$ cat src/hw/rtl/bfe_pkg.sv
// Shared widths, codes and controller/datapath interface types for the bloom filter engine.
package bfe_pkg;

   localparam int BFE_MAX_BITS   = 65536;
   localparam int BFE_MAX_HASHES = 64;

   localparam int KIND_W     = 3;
   localparam int HASH_W     = 64;
   localparam int HASHES_W   = 7;
   localparam int SIZE_W     = 17;
   localparam int POP_W      = 17;
   localparam int CSR_IDX_W  = 4;
   localparam int CSR_DATA_W = 17;

   localparam logic [HASHES_W-1:0] RESET_NUM_HASHES  = 7'd4;
   localparam logic [SIZE_W-1:0]   RESET_FILTER_BITS = 17'd65536;

   localparam logic [KIND_W-1:0] KIND_INSERT = 3'd0;
   localparam logic [KIND_W-1:0] KIND_QUERY  = 3'd1;
   localparam logic [KIND_W-1:0] KIND_CLEAR  = 3'd2;
   localparam logic [KIND_W-1:0] KIND_FILL   = 3'd3;
   localparam logic [KIND_W-1:0] KIND_INVERT = 3'd4;

   localparam logic [CSR_IDX_W-1:0] REG_NUM_HASHES  = 4'd0;
   localparam logic [CSR_IDX_W-1:0] REG_FILTER_BITS = 4'd1;

   typedef struct packed {
      logic take_item;
      logic probe_mul;
      logic probe_read;
      logic probe_check;
      logic sweep_start;
      logic word_write;
      logic word_fill;
      logic word_read;
      logic word_flip;
      logic pop_clear;
      logic pop_fill;
      logic pop_flip;
      logic wipe_ack;
      logic load_rsp;
   } bfe_cmd_type;

   typedef struct packed {
      logic [KIND_W-1:0] kind;
      logic              last_probe;
      logic              last_word;
      logic              wipe_hold;
      logic              rsp_free;
   } bfe_status_type;

endpackage

$ cat src/hw/rtl/bfe_ctrl.sv
// Sequencing state machine for the bloom filter engine: probes, store sweeps and result hand-off.
module bfe_ctrl
   import bfe_pkg::*;
(
   input  logic           clock,
   input  logic           reset,
   input  logic           req_valid,
   output logic           req_stall,
   input  bfe_status_type sts,
   output bfe_cmd_type    cmd
);

   typedef enum logic [10:0] {
      S_IDLE = 11'b000_0000_0001,
      S_WIPE = 11'b000_0000_0010,
      S_DISP = 11'b000_0000_0100,
      S_PMUL = 11'b000_0000_1000,
      S_PRD  = 11'b000_0001_0000,
      S_PCHK = 11'b000_0010_0000,
      S_ZERO = 11'b000_0100_0000,
      S_FILL = 11'b000_1000_0000,
      S_IRD  = 11'b001_0000_0000,
      S_IWR  = 11'b010_0000_0000,
      S_DONE = 11'b100_0000_0000
   } bfe_state_type;

   bfe_state_type state_ff, state_in;

   assign req_stall = (state_ff != S_IDLE) || sts.wipe_hold;

   always_comb begin
      cmd      = '0;
      state_in = state_ff;
      case (state_ff)
         S_IDLE: begin
            if (sts.wipe_hold) begin
               cmd.sweep_start = 1'b1;
               cmd.wipe_ack    = 1'b1;
               state_in        = S_WIPE;
            end else if (req_valid) begin
               cmd.take_item = 1'b1;
               state_in      = S_DISP;
            end
         end
         S_WIPE: begin
            cmd.word_write = 1'b1;
            if (sts.last_word) begin
               cmd.pop_clear = 1'b1;
               state_in      = S_IDLE;
            end
         end
         S_DISP: begin
            case (sts.kind)
               KIND_INSERT, KIND_QUERY: state_in = S_PMUL;
               KIND_CLEAR: begin
                  cmd.sweep_start = 1'b1;
                  state_in        = S_ZERO;
               end
               KIND_FILL: begin
                  cmd.sweep_start = 1'b1;
                  state_in        = S_FILL;
               end
               KIND_INVERT: begin
                  cmd.sweep_start = 1'b1;
                  state_in        = S_IRD;
               end
               default: state_in = S_DONE;
            endcase
         end
         S_PMUL: begin
            cmd.probe_mul = 1'b1;
            state_in      = S_PRD;
         end
         S_PRD: begin
            cmd.probe_read = 1'b1;
            state_in       = S_PCHK;
         end
         S_PCHK: begin
            cmd.probe_check = 1'b1;
            state_in        = sts.last_probe ? S_DONE : S_PMUL;
         end
         S_ZERO: begin
            cmd.word_write = 1'b1;
            if (sts.last_word) begin
               cmd.pop_clear = 1'b1;
               state_in      = S_DONE;
            end
         end
         S_FILL: begin
            cmd.word_write = 1'b1;
            cmd.word_fill  = 1'b1;
            if (sts.last_word) begin
               cmd.pop_fill = 1'b1;
               state_in     = S_DONE;
            end
         end
         S_IRD: begin
            cmd.word_read = 1'b1;
            state_in      = S_IWR;
         end
         S_IWR: begin
            cmd.word_flip = 1'b1;
            if (sts.last_word) begin
               cmd.pop_flip = 1'b1;
               state_in     = S_DONE;
            end else begin
               state_in = S_IRD;
            end
         end
         S_DONE: begin
            if (sts.rsp_free) begin
               cmd.load_rsp = 1'b1;
               state_in     = S_IDLE;
            end
         end
         default: state_in = S_IDLE;
      endcase
   end

   always_ff @(posedge clock) begin
      if (reset) begin
         state_ff <= S_IDLE;
      end else begin
         state_ff <= state_in;
      end
   end

endmodule

$ cat config.mk
export PLATFORM = sky130hd
export DESIGN_NAME = bfe_ctrl
export DESIGN_NICKNAME = d
export VERILOG_FILES = /design/src/hw/rtl/bfe_pkg.sv /design/src/hw/rtl/bfe_ctrl.sv
export SDC_FILE = /design/constraint.sdc
export NUM_CORES = 1
export LEC_CHECK = 0
export BUFFER_PORTS_ARGS = -buffer_cell sky130_fd_sc_hd__clkbuf_2
export CORE_UTILIZATION = 43
export DETAILED_ROUTE_END_ITERATION = 16
export PLACE_DENSITY = 0.77
export SYNTH_ARGS = -nofsm -noshare
export SYNTH_HDL_FRONTEND = slang
export SYNTH_SLANG_ARGS = --single-unit
$ cat constraint.sdc
create_clock -name clock -period 3.6 [get_ports clock]
set_input_delay 0.36 -clock clock [delete_from_list [all_inputs] [get_ports clock]]
set_output_delay 0.36 -clock clock [all_outputs]
set_load 0.05 [all_outputs]
==> results of run 1 <==
==> cells in the mapped netlist (3+ instances only) <==
master	count
sky130_fd_sc_hd__o21ai_0	4
sky130_fd_sc_hd__nor2b_1	3
sky130_fd_sc_hd__dfxtp_1	11
sky130_fd_sc_hd__nor3_1	4
sky130_fd_sc_hd__a21oi_1	5
sky130_fd_sc_hd__and4_1	3
sky130_fd_sc_hd__and3_1	4
sky130_fd_sc_hd__nand2b_1	4
sky130_fd_sc_hd__nor2_1	15
sky130_fd_sc_hd__nand2_1	9
sky130_fd_sc_hd__nand3b_1	3
sky130_fd_sc_hd__and2_1	4
sky130_fd_sc_hd__nor4_1	3
sky130_fd_sc_hd__inv_1	7
==> metal layers <==
layer	up-vias	wire (µm)	global-route usage (%)
li1	451	-	-
met1	413	961	29.0
met2	35	1080	39.4
met3	2	106	7.14
met4	0	9	3.53
met5	-	0	0
==> area by class of cell <==
type	instances	area share, %
inverters	7	2.67
multi-input cells	89	56.9
clock buffers	4	2.67
repair buffers	24	12.2
well taps	25	3.18
flip-flops and latches	11	22.4
==> worst register-to-register path: stages, from the launching register on <==
cell,delay (ns)
sky130_fd_sc_hd__dfxtp_1,0.56
sky130_fd_sc_hd__xor2_1,0.25
sky130_fd_sc_hd__o21ai_0,0.17
sky130_fd_sc_hd__o31ai_1,0.45
sky130_fd_sc_hd__a21oi_1,0.12
sky130_fd_sc_hd__o32ai_1,0.24
==> worst max-delay path by stage <==
stage | from | endpoint | slack (ns)
after floorplan | state_ff[6] | state_ff[4] | 0.77
after global placement | state_ff[1] | cmd[3] | 1.53
after detailed placement | state_ff[1] | cmd[3] | 1.53
after CTS | state_ff[1] | cmd[3] | 1.22
after global routing | state_ff[1] | cmd[3] | 1.11
final | state_ff[1] | cmd[3] | 1.22
==> power breakdown <==
| group | total [mW] | switching [mW] | internal [mW] | leakage (nW) |
|---|---|---|---|---|
| clock network | 0.0851 | 0.0421 | 0.0430 | 0.0150 |
| logic | 0.0829 | 0.0564 | 0.0265 | 0.335 |
| registers | 0.131 | 0.00603 | 0.125 | 0.0892 |
| total | 0.299 | 0.105 | 0.195 | 0.440 |
==> stage by stage <==
step	instances	area [µm²]	utilization [%]	power, mW
after floorplan	112	833	-	0.193
after global placement	156	957	54.3	0.215
after detailed placement	156	957	54.3	0.215
after CTS	160	983	55.7	0.301
after global routing	160	983	55.7	0.319
final	160	983	55.7	0.299
==> logic make-up after synthesis <==
kind of cell	Yosys count	share of synthesized area, %
simple gates	67	49.1
compound gates	18	13.8
xor+xnor	4	4.20
flops	11	26.4
buf+inv	12	6.46
==> impl_results.rst, run 1 <==
.. list-table::
   :header-rows: 1

   * - Metric
     - Value
   * - Total power density per cell area
     - 304 nW/µm²
   * - Number of setup buffers added after CTS
     - 0
   * - CP max FO
     - 6
   * - Most flops, register
     - state_ff
   * - Area used by multi-input combinational logic
     - ~560 µm²
   * - Setup slack of the most critical reg-to-reg path
     - 1.72 ns
   * - Most common cell after layout, fill and taps aside
     - sky130_fd_sc_hd__clkbuf_2
   * - Unique masters post-synth
     - 40
   * - Post-CTS resize count
     - 0
   * - Top-area cell type share of the netlist area
     - 26.4%
   * - Max_cap viols
     - 0
   * - Cell area after technology mapping
     - 833 µm²
   * - Fraction of registers with async set or reset after synthesis
     - 0%
   * - Area growth from synthesis to final layout
     - 18.0%
   * - Critical Path End Type
     - output port
   * - Number of DRC markers after the initial detailed-route iteration
     - 39
   * - Crit start category
     - register
   * - Arr. time, crit path
     - approximately 2.0 ns
   * - Worst min-delay path endpoint
     - state_ff[6]
   * - Max-slew violation total from the final report
     - 0
   * - Average routed wire per standard cell
     - between 10 and 15 µm
   * - Highest attainable clock frequency
     - ~420 MHz
   * - Summed negative setup slack over all endpoints
     - 0 ns
   * - Floorplan core area
     - 1760 µm²
   * - Post-Synthesis Mean Instance Area
     - 7.44 µm²
   * - Endpoint of the most critical register-to-register path
     - state_ff[7]
   * - Initial DRT Pass Iterations
     - 4
   * - Yosys warning count
     - 0
   * - Flip-flop count of the largest register after layout
     - 11
   * - Root buffer cell
     - sky130_fd_sc_hd__clkbuf_4
   * - Total grt overflow
     - 0
   * - Classification of the worst-slack hold path
     - in -> reg
   * - Cell count after synthesis
     - ~110
   * - Worst Hold Depth
     - 2
   * - Post-DRT Antenna Nets
     - 0
   * - Final worst clock skew
     - 0.00281 ns
   * - CP delay by family, top
     - simple AND/OR/NAND/NOR gates
   * - FF/Latch Area
     - 220 µm²
   * - Post-route DRC violation count
     - 0
   * - Register bit total from synthesis
     - 11
   * - Vias per cell
     - 5.63
   * - Initial Utilization
     - 47.2%
   * - Cells taking the most area after synthesis
     - sky130_fd_sc_hd__dfxtp_1 (26%), sky130_fd_sc_hd__nor2_1 (6.8%), sky130_fd_sc_hd__nand2_1 (4.1%)
   * - Startpoint of the worst register-to-register path
     - state_ff[6]
   * - Number of flops mapped to enable cells by yosys
     - 0
   * - All-layer global routing usage
     - 23.2%
   * - Number of clock buffers inserted by TritonCTS
     - 3
   * - IO Count
     - 25
   * - Final critical delay including setup and external delays
     - 2.38 ns
   * - Number of antenna violations at the first check in global routing
     - 0
   * - Final count of hold timing violations
     - 0
   * - TritonCTS clock tree
     - done
   * - Longest Clk Path Bufs
     - 2
   * - Clock Sink Count
     - 11
   * - Antenna diode count
     - 0
   * - Required time at the endpoint of the critical path
     - 3.24 ns
   * - # H-tree levels
     - 1
   * - Startpoint of the worst hold path
     - sts[4]
   * - Slack of the critical path
     - 1.22 ns
   * - Class of the most critical setup path
     - reg -> out
   * - Post-cts hold buffer count
     - 0
   * - Routability-driven placement congestion ratio
     - 0.918
   * - Critical Path Stages
     - 5
   * - Final count of negative-setup-slack endpoints
     - 0
   * - Combined buffer and inverter count along the critical path
     - 1
   * - Detailed Place HPWL
     - around 1700 µm
   * - Wirelength, routed
     - between 2000 and 2500 µm
   * - Clock Pin Slew Worst Setup and Hold Paths
     - 0.07 ns
   * - Die footprint
     - approximately 2100 µm²
   * - Final clock period utilization by the worst path
     - 66.0%
   * - Sequence of cells on the critical path
     - nor4_2 -> and3_1 -> nor4b_2 -> and2_1 -> clkbuf_2
   * - Unrepaired setup endpoints after global routing
     - false
   * - Standby leakage power
     - around 0.44 nW
   * - Total nets after synthesis
     - 122
   * - Core Rows
     - 15
   * - Nets
     - between 100 and 150
   * - Via count
     - 901
   * - Slowest stage cell, crit path
     - sky130_fd_sc_hd__nor4_2
   * - Biggest cell delay along the critical path
     - 0.41 ns
   * - Biggest regs
     - state_ff x11
   * - Top cell type by total area after synthesis
     - sky130_fd_sc_hd__dfxtp_1
   * - Number of cells on the worst reg-to-reg path
     - 5
   * - Main flop type after synthesis
     - sky130_fd_sc_hd__dfxtp_1
   * - Post-place setup slack
     - 1.53 ns
   * - Share of synthesized area occupied by flip-flops and latches
     - between 20% and 30%
   * - Number of global-route vias before repair
     - 784
   * - Hold slack final
     - just over 0.3 ns
   * - Worst-margin pin slew
     - 0.481 ns
   * - Run status
     - completed
   * - Commonest cells after routing, fill and taps aside
     - sky130_fd_sc_hd__clkbuf_2 (24), sky130_fd_sc_hd__nor2_1 (15), sky130_fd_sc_hd__dfxtp_1 (11)
   * - Die width
     - 46.0 µm
   * - Clock latency at the later pin of the worst-skew pair
     - 0.27 ns
   * - Highest ir drop seen on vdd
     - ~230 µV
   * - Global-route wire length before repair
     - about 3500 µm
   * - Die boundary height
     - between 40 and 50 µm
   * - Ratio of cells with drive above 1 in the final layout
     - 24.4%
   * - Rel. slew slack
     - 67.6%
   * - Largest net degree at the start of global routing
     - 10
   * - IO buf count
     - 24
   * - Layout fillers
     - around 180
No activity file was read; power rests on OpenSTA's default activity.
==> run 2, diff against run 1 <==
Settings changed: PLACE_DENSITY 0.77 to 0.79.
Clock period 3.6 ns to 2.1 ns, I/O delays scaled along.
==> impl_results.rst, run 2 (synthesized netlist as in run 1, its figures left out) <==
.. list-table::
   :header-rows: 1

   * - Metric
     - Value
   * - Core Rows
     - 15 (unchanged)
   * - Endpoint of the most critical register-to-register path
     - state_ff[6]
   * - Number of cells on the worst reg-to-reg path
     - 6 (+1)
   * - Total grt overflow
     - 0 (unchanged)
   * - Largest net degree at the start of global routing
     - 10 (unchanged)
   * - Non-filler cells, final
     - 163 (+1.9%)
   * - Highest ir drop seen on vdd
     - 332 µV (+46%)
   * - Arr. time, crit path
     - 1.82 ns (-0.20 ns)
   * - Flip-flop count of the largest register after layout
     - 11 (unchanged)
   * - Area growth from synthesis to final layout
     - 28.4%
   * - FF/Latch Area
     - 223 µm² (+1.1%)
   * - Cell total after placement
     - 158 (+1.3%)
   * - Startpoint of the worst register-to-register path
     - state_ff[6]
   * - Nets
     - 149 (+2.1%)
   * - Post-DRT Antenna Nets
     - 0 (unchanged)
   * - Max_cap viols
     - 0 (unchanged)
   * - Tot Pwr
     - 0.530 mW (+77%)
   * - Average routed wire per standard cell
     - 13.6 µm (+1.3%)
   * - Most common cell after layout, fill and taps aside
     - sky130_fd_sc_hd__clkbuf_2
   * - Initial DRT Pass Iterations
     - 4 (unchanged)
   * - IO buf count
     - 24 (unchanged)
   * - Critical Path End Type
     - output port
   * - Area used by multi-input combinational logic
     - 608 µm² (+8.7%)
   * - Number of antenna violations at the first check in global routing
     - 0 (unchanged)
   * - Ratio of cells with drive above 1 in the final layout
     - 31.9% (+7.4 points)
   * - Crit start category
     - register
   * - All-layer global routing usage
     - 23.3% (+0.12 points)
   * - Layout fillers
     - 167 (-7.7%)
   * - Vias per cell
     - 5.76 (+2.3%)
   * - Longest Clk Path Bufs
     - 2 (unchanged)
   * - # H-tree levels
     - 1 (unchanged)
   * - Routability-driven placement congestion ratio
     - 0.876 (-4.6%)
   * - Required time at the endpoint of the critical path
     - 1.89 ns (-1.35 ns)
   * - Most flops, register
     - state_ff
   * - Startpoint of the most critical setup path
     - state_ff[7]
   * - Summed negative setup slack over all endpoints
     - 0 ns (unchanged)
   * - CP max FO
     - 9 (+3)
   * - Detailed Place HPWL
     - 1660 µm (-3.5%)
   * - Die width
     - 46.0 µm (unchanged)
   * - Setup slack of the most critical reg-to-reg path
     - 0.39 ns (-1.33 ns)
   * - CP Capture Point
     - cmd[9]
   * - Die footprint
     - 2120 µm² (unchanged)
   * - Total power density per cell area
     - 496 nW/µm² (+63%)
   * - Classification of the worst-slack hold path
     - in -> reg
   * - Final count of hold timing violations
     - 0 (unchanged)
   * - Final critical delay including setup and external delays
     - just over 2 ns
   * - Commonest cells after routing, fill and taps aside
     - sky130_fd_sc_hd__clkbuf_2 (19), sky130_fd_sc_hd__nor2_1 (15), sky130_fd_sc_hd__nand2_1 (9), sky130_fd_sc_hd__dfxtp_1 (9), sky130_fd_sc_hd__inv_1 (7)
   * - Post-route DRC violation count
     - 0 (unchanged)
   * - Floorplan core area
     - 1760 µm² (unchanged)
   * - Die boundary height
     - 46.0 µm (unchanged)
   * - Standby leakage power
     - 0.467 nW (+6.2%)
   * - Final worst clock skew
     - 0.00320 ns (+0.000393 ns)
   * - Via count
     - 939 (+4.2%)
   * - Number of global-route vias before repair
     - 830 (+5.9%)
   * - Final count of negative-setup-slack endpoints
     - 0 (unchanged)
   * - Clock Pin Slew Worst Setup and Hold Paths
     - 0.07 ns (about the same)
   * - Rel. slew slack
     - 73.4% (+5.7 points)
   * - Class of the most critical setup path
     - reg -> out
   * - Wirelength, routed
     - 2220 µm (+3.2%)
   * - Worst-margin pin slew
     - 0.399 ns (-0.0826 ns)
   * - Run status
     - completed
   * - Worst Hold Depth
     - 2 (unchanged)
   * - Antenna diode count
     - 0 (unchanged)
   * - Biggest regs
     - state_ff x11
   * - TritonCTS clock tree
     - done
   * - Initial Utilization
     - 47.2% (unchanged)
   * - Clock Sink Count
     - 11 (unchanged)
   * - Root buffer cell
     - sky130_fd_sc_hd__clkbuf_4
   * - IO Count
     - 25 (unchanged)
   * - Highest attainable clock frequency
     - 493 MHz
   * - Unrepaired setup endpoints after global routing
     - true
   * - Max-slew violation total from the final report
     - 0 (unchanged)
   * - Number of clock buffers inserted by TritonCTS
     - 3 (unchanged)
   * - Final clock period utilization by the worst path
     - 96.5%
   * - Number of DRC markers after the initial detailed-route iteration
     - 29 (-26%)
   * - Global-route wire length before repair
     - 3510 µm (+0.80%)
   * - Clock latency at the later pin of the worst-skew pair
     - 0.27 ns (about the same)
   * - Final cell utilization of the core
     - 60.6% (+4.9 points)
run 2: cell count changes in the layout (fill, tap and decap cells not counted), sizes merged:
cell,previous run,this run
clkbuf,28,26
buf,0,5
run 2: timing repair:
| action | in CTS | in global routing |
|---|---|---|
| hold buffers | 0 | 0 |
| setup endpoints to repair | 2 | 8 |
| gates resized for setup | 3 | 13 |
| pin swaps | 0 | 2 |
| buffers inserted | 0 | 1 |
run 2: per-layer routing:
layer | part of all wire (%) | global-route usage [%] | up-vias
met4 | 1.0 | 5.88 | 0
met3 | 5.7 | 6.75 | 4
met1 | 43 | 29.9 | 442
met2 | 50 | 38.0 | 35
li1 | - | - | 458
met5 | 0 | 0 | -
run 2: how the worst min path moves through the flow:
stage,from,end
after floorplan,sts[4],state_ff[6]
after global placement,sts[4],state_ff[6]
after detailed placement,sts[4],state_ff[6]
after CTS,sts[4],state_ff[6]
after global routing,sts[4],state_ff[6]
final,sts[4],state_ff[6]
run 2: critical path, stage by stage (launching register included):
cell	delay, ns
sky130_fd_sc_hd__dfxtp_2	0.39
sky130_fd_sc_hd__nor4_4	0.37
sky130_fd_sc_hd__and3_1	0.28
sky130_fd_sc_hd__nand2_1	0.09
sky130_fd_sc_hd__inv_1	0.07
sky130_fd_sc_hd__a21o_1	0.08
sky130_fd_sc_hd__clkbuf_2	0.26
run 2: power by group:
| part | leakage [nW] | internal (mW) | total, mW | switching [mW] |
|---|---|---|---|---|
| registers | 0.0902 | 0.214 | 0.227 | 0.0122 |
| logic | 0.362 | 0.0574 | 0.158 | 0.100 |
| clock network | 0.0150 | 0.0736 | 0.146 | 0.0726 |
run 2: metrics by stage:
step	instance area (µm²)	setup slack, ns	hold WS (ns)
after floorplan	857	-0.0844	0.309
after global routing	1070	-0.0565	0.176
after detailed placement	996	0.197	0.449
after global placement	996	0.283	0.433
final	1070	0.0727	0.162
after CTS	1040	0.00134	0.159
run 2: final cells by class:
| class | count | area share (%) |
|---|---|---|
| Clock buffer | 4 | 2.46 |
| Tap cell | 25 | 2.92 |
| Inverter | 7 | 2.46 |
| Multi-Input combinational cell | 89 | 56.8 |
| Sequential cell | 11 | 20.8 |
| Timing Repair Buffer | 27 | 14.5 |
==> run 3, diff against run 2 <==
Settings changed: CTS_BUF_LIST from default to sky130_fd_sc_hd__clkbuf_4, MAX_ROUTING_LAYER from default to met4.
==> impl_results.rst, run 3 (synthesized netlist as in run 1, its figures left out) <==
.. list-table::
   :header-rows: 1

   * - Metric
     - Value
   * - Startpoint of the worst register-to-register path
     - state_ff[6]
   * - Switching Power
     - 0.185 mW (+0.15%)
   * - Class of the most critical setup path
     - reg -> out
   * - Final critical delay including setup and external delays
     - 2.03 ns (+0.000159 ns)
   * - Core Rows
     - 15 (unchanged)
   * - IO Count
     - 25 (unchanged)
   * - Ratio of cells with drive above 1 in the final layout
     - 32.6% (+0.72 points)
   * - Clock Pin Slew Worst Setup and Hold Paths
     - 0.07 ns (about the same)
   * - Startpoint of the most critical setup path
     - state_ff[7]
   * - Most flops, register
     - state_ff
   * - Rel. slew slack
     - 73.2% (-0.15 points)
   * - Max_cap viols
     - 0 (unchanged)
   * - Crit start category
     - register
   * - Run status
     - completed
   * - Post-cts hold buffer count
     - 0 (unchanged)
   * - Summed negative setup slack over all endpoints
     - 0 ns (unchanged)
   * - Most common cell after layout, fill and taps aside
     - sky130_fd_sc_hd__clkbuf_2
   * - Vias per cell
     - 5.75 (-0.11%)
   * - Max-slew violation total from the final report
     - 0 (unchanged)
   * - Worst-margin pin slew
     - 0.401 ns (+0.00218 ns)
   * - Average routed wire per standard cell
     - 13.6 µm (about the same)
   * - Post-DRT Antenna Nets
     - 0 (unchanged)
   * - Die width
     - 46.0 µm (unchanged)
   * - Switching share of total power
     - 34.1% (-0.80 points)
   * - Biggest regs
     - state_ff x11
   * - Largest net degree at the start of global routing
     - 10 (unchanged)
   * - Flop pwr share
     - 41.7% (-1.0 points)
   * - Floorplan core area
     - 1760 µm² (unchanged)
   * - Detailed Place HPWL
     - 1660 µm (unchanged)
   * - Die boundary height
     - 46.0 µm (unchanged)
   * - All-layer global routing usage
     - 24.0% (+0.68 points)
   * - Post-route DRC violation count
     - 0 (unchanged)
   * - Number of antenna violations at the first check in global routing
     - 0 (unchanged)
   * - Standby leakage power
     - 0.470 nW (+0.73%)
   * - Nets
     - 149 (unchanged)
   * - Root buffer cell
     - sky130_fd_sc_hd__clkbuf_4
   * - Number of global-route vias before repair
     - 830 (unchanged)
   * - Initial DRT Pass Iterations
     - 4 (unchanged)
   * - Final count of negative-setup-slack endpoints
     - 0 (unchanged)
   * - Clock Sink Count
     - 11 (unchanged)
   * - Internal power of the cells
     - 0.358 mW (+3.7%)
   * - Number of DRC markers after the initial detailed-route iteration
     - 29 (unchanged)
   * - Antenna diode count
     - 0 (unchanged)
   * - Unrepaired setup endpoints after global routing
     - true
   * - Total power density per cell area
     - 506 nW/µm² (+2.1%)
   * - Highest attainable clock frequency
     - 493 MHz (about the same)
   * - Area growth from synthesis to final layout
     - 28.8%
   * - CP max FO
     - 9 (unchanged)
   * - Layout fillers
     - 165 (-1.2%)
   * - Startpoint of the worst hold path
     - sts[4]
   * - Final count of hold timing violations
     - 0 (unchanged)
   * - Initial Utilization
     - 47.2% (unchanged)
   * - Cell total after placement
     - 158 (unchanged)
   * - Final clock period utilization by the worst path
     - 96.5% (about the same)
   * - IO buf count
     - 24 (unchanged)
   * - TritonCTS clock tree
     - done
   * - Clock network fraction of design power
     - 29.3% (+1.7 points)
   * - Final worst clock skew
     - 0.00353 ns (+0.000330 ns)
   * - Highest ir drop seen on vdd
     - 332 µV (about the same)
   * - Setup slack of the most critical reg-to-reg path
     - 0.39 ns (about the same)
   * - Classification of the worst-slack hold path
     - in -> reg
   * - Critical Path End Type
     - output port
   * - Flip-flop count of the largest register after layout
     - 11 (unchanged)
   * - Longest Clk Path Bufs
     - 2 (unchanged)
   * - Relative contribution of combinational cells to total power
     - 29.0% (-0.7 points)
   * - Number of clock buffers inserted by TritonCTS
     - 3 (unchanged)
   * - Total grt overflow
     - 0 (unchanged)
   * - # H-tree levels
     - 1 (unchanged)
   * - Clock latency at the later pin of the worst-skew pair
     - 0.27 ns (about the same)
   * - Die footprint
     - 2120 µm² (unchanged)
   * - Via count
     - 938 (-0.11%)
   * - Wirelength, routed
     - 2220 µm (about the same)
   * - Global-route wire length before repair
     - 3510 µm (unchanged)
   * - Arr. time, crit path
     - 1.82 ns (about the same)
   * - Non-filler cells, final
     - 163 (unchanged)
   * - Commonest cells after routing, fill and taps aside
     - sky130_fd_sc_hd__clkbuf_2 (19), sky130_fd_sc_hd__nor2_1 (15), sky130_fd_sc_hd__nand2_1 (9), sky130_fd_sc_hd__dfxtp_1 (9)
   * - Required time at the endpoint of the critical path
     - 1.89 ns (about the same)
   * - Routability-driven placement congestion ratio
     - 0.890 (+1.6%)
run 3: cell counts in the layout (fill, tap and decap cells not counted):
No cell type changed its count.
run 3: per-layer routing:
layer,up-vias,global-route usage [%],wire length (µm)
met3,4,6.75,126
met5,-,-,0
met1,441,29.9,952
met2,35,38.0,1120
met4,0,5.88,23
li1,458,-,-
run 3: through the flow:
step	util, %	hold slack (ns)	cell area, µm²	setup slack [ns]	power [mW]
after floorplan	-	0.309	857	-0.0844	0.335
final	60.9	0.162	1070	0.0725	0.544
after detailed placement	56.5	0.449	996	0.197	0.372
after global routing	60.9	0.175	1070	-0.0567	0.568
after global placement	56.5	0.433	996	0.283	0.371
after CTS	58.9	0.159	1040	0.00134	0.538
run 3: path summary, 6_finish.rpt:
path | endpoint | cells past startpoint
hold reg to reg | state_ff[1] | 2
setup reg to reg | state_ff[6] | 6
hold / removal | state_ff[6] | 2
setup / recovery | cmd[9] | 6
run 3: final cells by class:
cell class	instances	area [µm²]	area share [%]
Tap cell	25	31.3	2.91
Multi-Input combinational cell	89	608	56.6
Sequential cell	11	223	20.7
Timing Repair Buffer	27	155	14.5
Inverter	7	26.3	2.45
Clock buffer	4	30.0	2.80
run 3: critical path, stage by stage (launching register included):
cell and delay, ns:
sky130_fd_sc_hd__dfxtp_2 0.39, sky130_fd_sc_hd__nor4_4 0.37, sky130_fd_sc_hd__and3_1 0.28, sky130_fd_sc_hd__nand2_1 0.09, sky130_fd_sc_hd__inv_1 0.07, sky130_fd_sc_hd__a21o_1 0.08, sky130_fd_sc_hd__clkbuf_2 0.26
run 3: power by group through the flow:
stage | logic, mW | registers (mW) | clock network, mW
global placement | 0.143 | 0.228 | 0
global route | 0.170 | 0.227 | 0.171
CTS | 0.149 | 0.226 | 0.163
floorplan | 0.108 | 0.226 | 0
detailed placement | 0.143 | 0.229 | 0
finish | 0.158 | 0.227 | 0.159
run 3: what timing repair did:
| action | in CTS | in global routing |
|---|---|---|
| resized for setup | 3 | 13 |
| buffers inserted | 0 | 1 |
| pin swaps | 0 | 2 |
| endpoints found under the setup margin | 2 | 8 |
